## src/rtl/nft_pkg.sv

```systemverilog
// ----------------------------------------------------------------------------
// nft_pkg: shared types and constants of the NAT flow translation core
// Item layouts, table entry layout, status codes, register indexes, states.
// ----------------------------------------------------------------------------
`default_nettype none
package nft_pkg;

  localparam int FLOW_ENTRIES = 64;

  localparam logic [7:0]  PROTO_TCP   = 8'd6;
  localparam logic [7:0]  PROTO_UDP   = 8'd17;
  localparam logic [16:0] ETH_HDR_LEN = 17'd14;
  localparam logic [6:0]  TCP_HDR_LEN = 7'd20;
  localparam logic [6:0]  UDP_HDR_LEN = 7'd8;
  localparam logic [3:0]  TCP_MIN_OFF = 4'd5;
  localparam logic [15:0] UDP_MIN_LEN = 16'd8;

  localparam logic [2:0] ST_FORWARD  = 3'd0;
  localparam logic [2:0] ST_NOT_IPV4 = 3'd1;
  localparam logic [2:0] ST_TRUNC    = 3'd2;
  localparam logic [2:0] ST_BAD_PROT = 3'd3;
  localparam logic [2:0] ST_UNKNOWN  = 3'd4;
  localparam logic [2:0] ST_FULL     = 3'd5;

  localparam logic [2:0] REG_NAT_ADDR  = 3'd0;
  localparam logic [2:0] REG_P0_OWN    = 3'd1;
  localparam logic [2:0] REG_P1_OWN    = 3'd2;
  localparam logic [2:0] REG_P0_PEER   = 3'd3;
  localparam logic [2:0] REG_P1_PEER   = 3'd4;

  typedef struct packed {
    logic        in_port;
    logic        is_ipv4;
    logic [7:0]  protocol;
    logic [3:0]  header_words;
    logic [15:0] frame_len;
    logic [15:0] ip_total_len;
    logic [3:0]  tcp_offset;
    logic [15:0] udp_len;
    logic [31:0] src_ip;
    logic [31:0] dst_ip;
    logic [15:0] sport;
    logic [15:0] dport;
  } in_item_t;

  typedef struct packed {
    logic [2:0]  status;
    logic        out_port;
    logic        new_flow;
    logic [31:0] new_src_ip;
    logic [31:0] new_dst_ip;
    logic [15:0] new_src_port;
    logic [15:0] new_dst_port;
    logic [47:0] new_src_mac;
    logic [47:0] new_dst_mac;
  } out_item_t;

  typedef struct packed {
    logic [63:0] addrs;
    logic [31:0] ports;
  } val_t;

  typedef struct packed {
    logic [63:0] key_addrs;
    logic [39:0] key_pp;
    val_t        value;
  } entry_t;

  typedef enum logic [2:0] {
    S_IDLE, S_CHECK, S_LOOK, S_FREE1, S_FREE2, S_PROBE, S_INS, S_EMIT
  } state_t;

endpackage
`default_nettype wire

```

## src/rtl/nft_cell.sv

```systemverilog
// ----------------------------------------------------------------------------
// nft_cell: one flow table entry
// Holds key and value, compares against the broadcast query and folds its
// hit and value into the chain from its neighbor.
// ----------------------------------------------------------------------------
`default_nettype none
module nft_cell (
  input  wire logic           clk,
  input  wire logic           rst_n,
  input  wire logic [63:0]    q_addrs,
  input  wire logic [39:0]    q_pp,
  input  wire logic           we,
  input  wire nft_pkg::entry_t wdata,
  input  wire logic           hit_in,
  input  wire nft_pkg::val_t  acc_in,
  output logic                hit_out,
  output nft_pkg::val_t       acc_out,
  output logic                match,
  output logic                valid
);
  logic            valid_r;
  nft_pkg::entry_t ent_r;

  always_ff @(posedge clk) begin
    if (!rst_n) begin
      valid_r <= 1'b0;
    end else if (we) begin
      valid_r <= 1'b1;
    end
  end

  always_ff @(posedge clk) begin
    if (we) begin
      ent_r <= wdata;
    end
  end

  assign match   = valid_r && (ent_r.key_addrs == q_addrs) && (ent_r.key_pp == q_pp);
  assign hit_out = hit_in | match;
  assign acc_out = acc_in | (match ? ent_r.value : '0);
  assign valid   = valid_r;
endmodule
`default_nettype wire

```

## config.mk

```make
export PLATFORM = sky130hd
export DESIGN_NAME = nft_cell
export DESIGN_NICKNAME = d
export VERILOG_FILES = /design/src/rtl/nft_pkg.sv /design/src/rtl/nft_cell.sv
export SDC_FILE = /design/constraint.sdc
export NUM_CORES = 1
export LEC_CHECK = 0
export ABC_AREA = 1
export BUFFER_PORTS_ARGS = -buffer_cell sky130_fd_sc_hd__buf_2
export CAP_MARGIN = 25
export CORE_AREA = 2 2 195 197
export DETAILED_ROUTE_END_ITERATION = 8
export DIE_AREA = 0 0 197 199
export GPL_TIMING_DRIVEN = 0
export PLACE_DENSITY_LB_ADDON = 0.08
export SLEW_MARGIN = 20
export SYNTH_ARGS = -nofsm -noshare
export SYNTH_HDL_FRONTEND = slang
export SYNTH_SLANG_ARGS = --single-unit
```

## constraint.sdc

```tcl
create_clock -name clk -period 1.7 [get_ports clk]
set_clock_uncertainty 0.1 [all_clocks]
set_input_delay 0.17 -clock clk [delete_from_list [all_inputs] [get_ports clk]]
set_output_delay 0.17 -clock clk [all_outputs]
set_load 0.01 [all_outputs]
```

# --- After elaboration in Yosys (flattened, before gate mapping) ---
# Index checks and enable logic that the tools add are counted.
classes:
  bitwise: 2
  eq_ne: 2
  reduce_logical: 2
  muxes: 1
op_table:
  columns: ["operator", "n"]
  rows:
  - ["$mux 96", 1]
  - ["$or 96x96->96", 1]
  - ["$eq 64x64->1", 1]
  - ["$eq 40x40->1", 1]
  - ["$logic_and 1x1->1", 2]
  - ["$or 1x1->1", 1]
totals:
  output_inout_bits: 99
  inputBits: 404
  regBits: 201

# --- Depth between registers and ports, before layout ---
# Gate-level depths: netlist of the first run.
depth:
  depth_word: 5
  mapped_depth: 14
  ltp_nobuf: 12

# --- Worst setup path after synthesis of the first run ---
# OpenSTA, ideal clock, no wires.
synth_path:
  path_type: "flip-flop to output port"
  start: "register ent_r[142] in the netlist's numbering"
  end: "output port acc_out[86] in the netlist's numbering"
  required_ns: 1.430
  arrival_ns: 1.501
  path_stages_with_launch: 14
  path_slack_ns: -0.071
  n_path_buf: 2
  cell_sequence: "edfxtp_1 inv_2 nand2_1 nand2_1 nand2_1 nor2_1 nand2_1 nor2_1 nand2_1 nor2_4 buf_4 buf_4 nand3_1 nand2_1"
synth_lines:
  columns: ["item", "line_no", "text"]
  rows:
  - ["start, declared", "nft_cell.sv:22", "nft_pkg::entry_t ent_r;"]
  - ["start signal, assigned", "nft_cell.sv:34", "ent_r <= wdata;"]
  - ["end, declared", "nft_cell.sv:17", "output nft_pkg::val_t acc_out,"]

==> results of run 1 <==
-- routing by layer --
layer | global-route usage, % | routed length (um) | up-vias
li1 | - | - | 5203
met1 | 24.14 | 16780 | 4623
met2 | 36.78 | 20990 | 324
met3 | 4.069 | 2305 | 54
met4 | 4.734 | 868 | 12
met5 | 0 | 67 | -
-- Yosys cell counts (all sizes together), types with 2 or more instances --
cell / count / area, um^2
and2: 2 / 12.51
xnor2: 31 / 271.5
xor2: 5 / 43.79
nor2: 84 / 330.3
nand4: 24 / 150.1
o22ai: 6 / 37.54
or2: 4 / 25.02
buf: 20 / 131.4
edfxtp: 200 / 6006
nand2: 379 / 1423
inv: 278 / 1044
nor3: 7 / 35.03
o21ai: 19 / 95.09
nand3: 107 / 535.5
clkinv: 4 / 15.01
-- how the worst min path moves through the flow --
stage,startpoint,endpoint,depth (start not counted)
finish,wdata[16],ent_r[16],2
global route,wdata[16],ent_r[16],2
detailed placement,wdata[11],ent_r[11],1
global placement,wdata[93],ent_r[93],1
floorplan,wdata[0],ent_r[0],0
CTS,wdata[11],ent_r[11],2
-- worst max-delay path, cell delays in order, from the launching register on --
cell,delay (ns)
edfxtp_1,0.41
inv_1,0.09
nand2_1,0.05
nand2_1,0.05
nand2_1,0.11
nor2_2,0.16
nand2_1,0.10
nor2_4,0.13
nand2_2,0.08
nor2_4,0.12
buf_12,0.15
buf_12,0.16
clkbuf_16,0.16
nand3_4,0.05
nand2_2,0.09
buf_6,0.10
-- sequential cells by signal, summed over array words and instances (netlist names) --
| register | count |
|---|---|
| valid | 1 |
| ent_r | 200 |
-- repair_timing --
| action | CTS | global route |
|---|---|---|
| gates cloned | 3 | 5 |
| resized for setup | 123 | 75 |
| endpoints found under the hold margin | 239 | 0 |
| pin swaps | 18 | 22 |
| setup buffers | 18 | 8 |
| setup endpoints to repair | 98 | 98 |
| hold buffers | 203 | 0 |
-- kinds of logic (layout without fill, tap and decap cells) --
| family | count (synthesis) | count (layout) | share of synthesized area, % |
|---|---|---|---|
| simple gates | 609 | 609 | 24.75 |
| buf+inv | 302 | 1085 | 11.66 |
| flops | 201 | 201 | 59.04 |
| xor+xnor | 36 | 36 | 3.089 |
| compound gates | 27 | 27 | 1.459 |
| other cells | 0 | 4 | 0 |
-- stage by stage --
step                      setup TNS, ns  hold WS (ns)
after floorplan                  -1.576        0.1689
after global placement          -613.94        0.2477
after detailed placement         -90.57        0.2481
after global routing            -122.83        0.2061
final                           -106.30        0.2174
after CTS                       -108.27        0.1878
-- power by group through the flow --
stage / registers [mW] / clock network [mW] / logic (mW)
3_3_place_gp: 6.19 / 0 / 1.73
3_5_place_dp: 6.17 / 0 / 1.76
5_1_grt: 6.15 / 5.44 / 2.54
4_1_cts: 6.09 / 5.33 / 2.27
2_1_floorplan: 6.12 / 0 / 0.747
6_report: 6.10 / 5.18 / 2.28
-- layout make-up --
| class | count | share of cell area [%] |
|---|---|---|
| Timing Repair Buffer | 740 | 29.74 |
| Tap cell | 474 | 3.363 |
| Multi-Input combinational cell | 672 | 20.76 |
| Inverter | 282 | 6.002 |
| Sequential cell | 201 | 34.17 |
| Antenna cell | 4 | 0.05675 |
| Buffer | 18 | 1.561 |
| Clock inverter | 12 | 0.6385 |
| Clock buffer | 33 | 3.717 |
-- placed cells by master, fill, tap and decap left out, types with 2 or more instances in the layout --
master and instances:
or2_2 4, buf_12 11, o21ai_1 2, nor2_1 70, xor2_1 5, clkinv_1 10
buf_2 466, dlygate4sd3_1 203, nor2_4 6, xnor2_1 15, o21ai_0 17, bufinv_16 2
nand4_1 24, inv_6 2, xnor2_2 16, clkbuf_1 8, inv_2 5, edfxtp_1 200
clkbuf_16 30, inv_1 273, o22ai_1 6, buf_4 23, buf_16 3, and2_1 2
nand2_1 327, buf_6 40, diode_2 4, nand3_2 38, nand2_2 51, nand3_1 55
buf_8 7, nand3_4 14, nor3_1 7, nor2_2 8
==> impl_metrics.tcl, run 1 <==
set metrics [dict create \
    status "finished with violations" \
    failed_checks "setup timing" \
    critPathCaptureType "primary output" \
    synth_edf_count 200 \
    netlist_area_um2 10210 \
    antenna_left 0 \
    synth_cells 1175 \
    worstMarginPinSlew_ns 0.4856 \
    fin_nets 2344 \
    pre_cts_slack_ns -1.030 \
    startpoint "ent_r[122]" \
    via_count 10216 \
    start_kind "register" \
    setup_slack_ns -1.151 \
    syn_avg_cell_area_um2 8.686 \
    routed_via_density 4.194 \
    r2r-start "valid" \
    seq_area_um2 6026 \
    grt_pass1_vias 10473 \
    cp-endpoint "acc_out[74]" \
    cts-root-buf "clkbuf_16" \
    antenna_found_initial 11 \
    max_cap_violations 0 \
    io_pins 503 \
    coreArea_um2 37130 \
    power_density_nw_per_um2 769.3 \
    worstPathArrival_ns 2.58 \
    p_sw_mw 3.489 \
    yosysWarnings 0 \
    syn-num-nets 1579 \
    clock_latency_ns 0.55 \
    clk_path_buf_depth 3 \
    ys_seq_area_share_pct 59.04 \
    multi_input_area_um2 3661 \
    clkPwrFrac_pct 38.2 \
    peakVddDrop_mv 0.5891 \
    grt_max_degree 85 \
    swShare_pct 25.72 \
    io_buffer_count 502 \
    worst_r2r_endpoint "valid" \
    start_util_pct 27.49 \
    setup_viol 98 \
    gp_congestion 0.8101 \
    reg2reg_slack_ns 0.39 \
    cp_max_fo 7 \
    synthArstFlopShare_pct 0 \
    critPathKind "register to primary output" \
    crit_required_ns 1.43 \
    hold_viol 0 \
    clk_pin_slew_ns 0.06 \
    placed_area_um2 13510 \
    period_minus_slack_ns 2.851 \
    cts_tree "yes" \
    power.total_mw 13.57 \
    fin_util_pct 47.50 \
    fmax_ghz 0.3508 \
    areaGrowthSynthToFinish_pct 72.81 \
    synth_seq_cells 201 \
    synth.distinct_cells 24 \
    maxSlewHeadroom_pct 67.51 \
    dr.pass1.iters 4 \
    power_frac_seq_pct 45.0 \
    grt_overflow 0 \
    fin_crit_sh_pct 167.7 \
    dieArea_um2 39200 \
    slew_viol_final 0 \
    finalInstanceArea_um2 17640 \
    synth_ff_type "edfxtp_1" \
    placedCellCount 2153 \
    initialDrtViolationCount 319 \
    drc 0 \
    hp-class "input port to register" \
    grt_pass1_wl_mm 58.42 \
    combPwrFrac_pct 16.8 \
    post_drt_wl_per_cell_um 16.84 \
    numCtsBuffers 25 \
    ff2ff_path_depth 2 \
    fp.dieH_um 199 \
    rows 71 \
    ctsHtreeMaxLevel 1 \
    nFillCells 3644 \
    drive_above_1_share_pct 37.23 \
    p_int_mw 10.08 \
    p_leak_nw 8.639 \
    die_w_um 197 \
    instances_no_fill 2436 \
    cts_sinks 201 \
    hpwlAfterDp_mm 32.43 \
    grt_setup_unrepaired "yes" \
    grt_use_total_pct 20.08 \
    wl_mm 41.02 \
]
(Power assumes the default switching activity.)
==> inputs of run 2 (changes only) <==
--- a/config.mk
+++ b/config.mk
@@ -8,11 +8,12 @@
 export ABC_AREA = 1
 export BUFFER_PORTS_ARGS = -buffer_cell sky130_fd_sc_hd__buf_2
 export CAP_MARGIN = 25
-export CORE_AREA = 2 2 195 197
+export CORE_AREA = 2 2 196 198
 export DETAILED_ROUTE_END_ITERATION = 8
-export DIE_AREA = 0 0 197 199
+export DIE_AREA = 0 0 198 200
 export GPL_TIMING_DRIVEN = 0
 export PLACE_DENSITY_LB_ADDON = 0.08
+export SETUP_SLACK_MARGIN = 0.02
 export SLEW_MARGIN = 20
 export SYNTH_ARGS = -nofsm -noshare
 export SYNTH_HDL_FRONTEND = slang
==> constraint.sdc (replaced) <==
create_clock -name clk -period 3.3 [get_ports clk]
set_clock_uncertainty 0.1 [all_clocks]
set_input_delay 0.33 -clock clk [delete_from_list [all_inputs] [get_ports clk]]
set_output_delay 0.33 -clock clk [all_outputs]
set_load 0.01 [all_outputs]
==> impl_metrics.tcl, run 2 (synthesis gave the netlist of run 1 again) <==
set metrics [dict create \
    drc 0 \
    grt_pass1_vias 10153 \
    wl_mm 42.07 \
    io_buffer_count 502 \
    slew_viol_final 0 \
    fp.dieH_um 200 \
    cp_slowest_stage_delay_ns 0.41 \
    clock_latency_ns 0.54 \
    fin_crit_sh_pct 92.74 \
    worstMarginPinSlew_ns 0.5573 \
    instances_no_fill 2452 \
    hpwlAfterDp_mm 33.91 \
    dieArea_um2 39600 \
    cp_max_fo 8 \
    grt_overflow 0 \
    fin_util_pct 43.87 \
    final_cell_mix "502 x buf_2, 377 x nand2_1, 273 x inv_1" \
    post_drt_wl_per_cell_um 17.16 \
    io_pins 503 \
    die_w_um 198 \
    start_util_pct 27.29 \
    power.total_mw 6.862 \
    coreArea_um2 37400 \
    clk_pin_slew_ns 0.05 \
    grt_use_total_pct 20.42 \
    maxSlewHeadroom_pct 62.85 \
    antenna_found_initial 11 \
    nFillCells 3772 \
    p_leak_nw 8.281 \
    cts-root-buf "clkbuf_16" \
    fin_nets 2317 \
    finalInstanceArea_um2 16410 \
    setup_slack_ns 0.2397 \
    largest_reg_flops 200 \
    cp_slowest_cell "edfxtp_1" \
    numCtsBuffers 26 \
    hold_viol 0 \
    worstPathArrival_ns 2.63 \
    peakVddDrop_mv 0.3920 \
    areaGrowthSynthToFinish_pct 60.76 \
    dr.pass1.iters 5 \
    cts_tree "yes" \
    gp_congestion 0.8383 \
    placed_area_um2 13420 \
    crit_chain "inv_2 -> nand2_1 -> nand2_1 -> nand2_1 -> nor2_1 -> nand2_1 -> nor2_1 -> nand2_1 -> nor2_4 -> buf_6 -> buf_4 -> buf_4 -> nand3_1 -> nand2_1 -> buf_2" \
    period_minus_slack_ns 3.060 \
    final_common_cell "buf_2" \
    placedCellCount 2190 \
    initialDrtViolationCount 410 \
    cts_sinks 201 \
    pre_cts_slack_ns 0.2540 \
    crit_family "simple AND/OR/NAND/NOR gates" \
    max_cap_violations 0 \
    fmax_ghz 0.3268 \
    critPathKind "register to primary output" \
    antenna_left 0 \
    path_buf_inv 5 \
    hp-class "input port to register" \
    setup_viol 0 \
    grt_max_degree 96 \
    critPathCaptureType "primary output" \
    via_count 10161 \
    grt_setup_unrepaired "yes" \
    ctsHtreeMaxLevel 1 \
    regMostFlops "ent_r" \
    grt_pass1_wl_mm 59.03 \
    power_density_nw_per_um2 418.3 \
    clk_path_buf_depth 3 \
    routed_via_density 4.144 \
    start_kind "register" \
    status "complete, no violations" \
    crit_top_cell "nand2_1" \
    drive_above_1_share_pct 30.32 \
    crit_required_ns 2.87 \
    rows 71 \
]
[run 2: worst paths after layout]
path / start / endpoint / slack (ns) / cells past startpoint
worst max-delay path: ent_r[142] / acc_out[4] / 0.24 / 15
worst min-delay path: we / ent_r[65] / 0.04 / 1
worst min register to register: valid / valid / 0.49 / 1
worst max register to register: valid / valid / 2.55 / 1
[run 2: through the flow]
step	TNS (ns)	hold WS [ns]
floorplan	0	0.3289
global placement	-250.99	0.4077
detailed placement	0	0.4081
CTS	0	0.001743
global route	0	0.009152
finish	0	0.03788
[run 2: layout make-up]
class,count,area (um^2),share of cell area (%)
repair buffers,711,4638,28.27
inverters,282,1059,6.452
multi-input cells,672,3075,18.74
clock inverters,17,106.4,0.6482
diodes,8,20.02,0.1220
plain buffers,19,173.9,1.060
flip-flops and latches,201,6026,36.73
clock buffers,31,669.4,4.080
well taps,511,639.4,3.897
[run 2: per-layer routing]
layer,track usage [%],part of all wire [%],vias up
li1,-,-,5147
met1,24.71,41,4640
met2,37.58,52,330
met3,4.066,5.7,38
met4,4.288,1.4,6
met5,0,0.076,-
[run 2: report_power, final]
group	internal, mW	switching (mW)	leakage [nW]
combinational	0.546	0.548	5.94
sequential	3.04	0.0845	1.97
clock	1.51	1.13	0.378
total	5.10	1.76	8.28
[run 2: timing repair]
action,4_1_cts,5_1_grt
resized for setup,3,34
setup endpoints to repair,63,91
pin swaps,2,1
hold buffers,201,0
endpoints found under the hold margin,201,0
buffers inserted,4,2
==> inputs of run 3 (changes only) <==
--- a/config.mk
+++ b/config.mk
@@ -8,9 +8,10 @@
 export ABC_AREA = 1
 export BUFFER_PORTS_ARGS = -buffer_cell sky130_fd_sc_hd__buf_2
 export CAP_MARGIN = 25
-export CORE_AREA = 2 2 196 198
+export CORE_AREA = 2 2 197 199
+export CTS_BUF_LIST = sky130_fd_sc_hd__clkbuf_8
 export DETAILED_ROUTE_END_ITERATION = 8
-export DIE_AREA = 0 0 198 200
+export DIE_AREA = 0 0 199 201
 export GPL_TIMING_DRIVEN = 0
 export PLACE_DENSITY_LB_ADDON = 0.08
 export SETUP_SLACK_MARGIN = 0.02
==> impl_metrics.tcl, run 3 (synthesis gave the netlist of run 1 again) <==
set metrics [dict create \
    crit_top_cell "nand2_1" \
    cts_sinks 201 \
    hp-class "input port to register" \
    start_kind "register" \
    regMostFlops "ent_r" \
    die_w_um 199 \
    antenna_found_initial 12 \
    power_density_nw_per_um2 395.1 \
    worstMarginPinSlew_ns 0.5677 \
    slew_viol_final 0 \
    crit_required_ns 2.87 \
    io_pins 503 \
    grt_max_degree 89 \
    via_count 10121 \
    status "complete, no violations" \
    p_leak_nw 8.298 \
    grt_pass1_vias 10438 \
    worstPathArrival_ns 2.67 \
    start_util_pct 26.78 \
    drive_above_1_share_pct 31.05 \
    areaGrowthSynthToFinish_pct 60.07 \
    gp_congestion 0.8814 \
    clock_latency_ns 0.57 \
    fin_crit_sh_pct 93.83 \
    cts_tree "yes" \
    initialDrtViolationCount 449 \
    dr.pass1.iters 5 \
    antenna_left 0 \
    peakVddDrop_mv 0.2336 \
    final_cell_mix "508 x buf_2, 372 x nand2_1, 287 x inv_1" \
    fin_util_pct 42.87 \
    coreArea_um2 38110 \
    setup_viol 0 \
    post_drt_wl_per_cell_um 16.78 \
    grt_use_total_pct 20.56 \
    routed_via_density 4.074 \
    wl_mm 41.69 \
    clk_pin_slew_ns 0.06 \
    cp_slowest_cell "edfxtp_1" \
    period_minus_slack_ns 3.096 \
    ff2ff_path_depth 1 \
    grt_setup_unrepaired "yes" \
    critPathKind "register to primary output" \
    numCtsBuffers 39 \
    io_buffer_count 502 \
    largest_reg_flops 200 \
    fp.dieH_um 201 \
    maxSlewHeadroom_pct 62.15 \
    max_cap_violations 0 \
    rows 72 \
    crit_chain "nand2_2 -> nand2_1 -> inv_1 -> nand2_1 -> nor2_1 -> nand2_1 -> nor2_1 -> nand2_1 -> nor2_4 -> buf_12 -> buf_8 -> buf_6 -> nand3_1 -> nand2_1 -> buf_2" \
    critPathCaptureType "primary output" \
    cp_max_fo 10 \
    ctsHtreeMaxLevel 2 \
    whs_ns 0.05910 \
    hold_viol 0 \
    cp_slowest_stage_delay_ns 0.40 \
    hpwlAfterDp_mm 33.90 \
    clk_path_buf_depth 3 \
    fin_nets 2330 \
    dieArea_um2 40000 \
    cts-root-buf "clkbuf_8" \
    final_common_cell "buf_2" \
    fmax_ghz 0.3229 \
    grt_overflow 0 \
    whs_path_depth 1 \
    grt_pass1_wl_mm 59.77 \
    reg2reg_slack_ns 2.55 \
    drc 0 \
]
-- run 3: cell count changes in the layout (fill, tap and decap cells not counted), sizes merged --
cell,before,now
inv,278,292
clkbuf,37,44
clkinvlp,0,3
diode,8,11
clkinv,20,18
buf,523,524
bufinv,1,0
-- run 3: repair_timing --
item,CTS,global route
pin swaps,2,2
resized for setup,6,27
setup buffers,2,3
endpoints found under the hold margin,201,0
hold buffers,201,0
setup endpoints to repair,97,90
-- run 3: layer usage --
layer / vias to the layer above / global-route usage [%] / part of all wire [%]
met3: 56 / 4.452 / 6.7
met2: 358 / 36.70 / 51
met1: 4527 / 24.29 / 40
met4: 6 / 6.796 / 2.1
met5: - / 0 / 0.094
li1: 5174 / - / -
-- run 3: worst paths after layout --
kind	start	to
worst max register to register	valid	valid
worst min register to register	valid	valid
worst max-delay path	ent_r[193]	acc_out[91]
worst min-delay path	we	ent_r[61]
-- run 3: final cells by class --
class                           count  area, um^2
Fill cell                        3946       21770
Sequential cell                   201        6026
Timing Repair Buffer              710        4652
Multi-Input combinational cell    672        3090
Inverter                          282        1059
Tap cell                          518       648.1
Clock buffer                       39       536.8
Buffer                             20       166.4
Clock inverter                     31       131.4
Antenna cell                       11       27.53
-- run 3: worst max-delay path, delay by kind of cell (launching register included) --
kind / cells / cell delay [ns]
DFF: 1 / 0.40
and+or+nand+nor: 10 / 1.06
buffers and inverters: 5 / 0.61
-- run 3: through the flow --
stage / setup WS [ns] / power [mW] / std cells / setup TNS, ns / area [um^2]
floorplan: 1.369 / 3.528 / 1175 / 0 / 10210
global placement: -1.281 / 4.065 / 2195 / -253.03 / 13370
detailed placement: 0.3394 / 4.069 / 2197 / 0 / 13430
CTS: 0.02261 / 6.566 / 2470 / 0 / 16190
global route: -0.004189 / 6.806 / 2481 / -0.01078 / 16330
finish: 0.2035 / 6.455 / 2484 / 0 / 16340
-- run 3: power breakdown --
group          switching, mW  internal, mW
clock network           1.13          1.10
registers             0.0841          3.04
logic                  0.550         0.551
total                   1.76          4.69
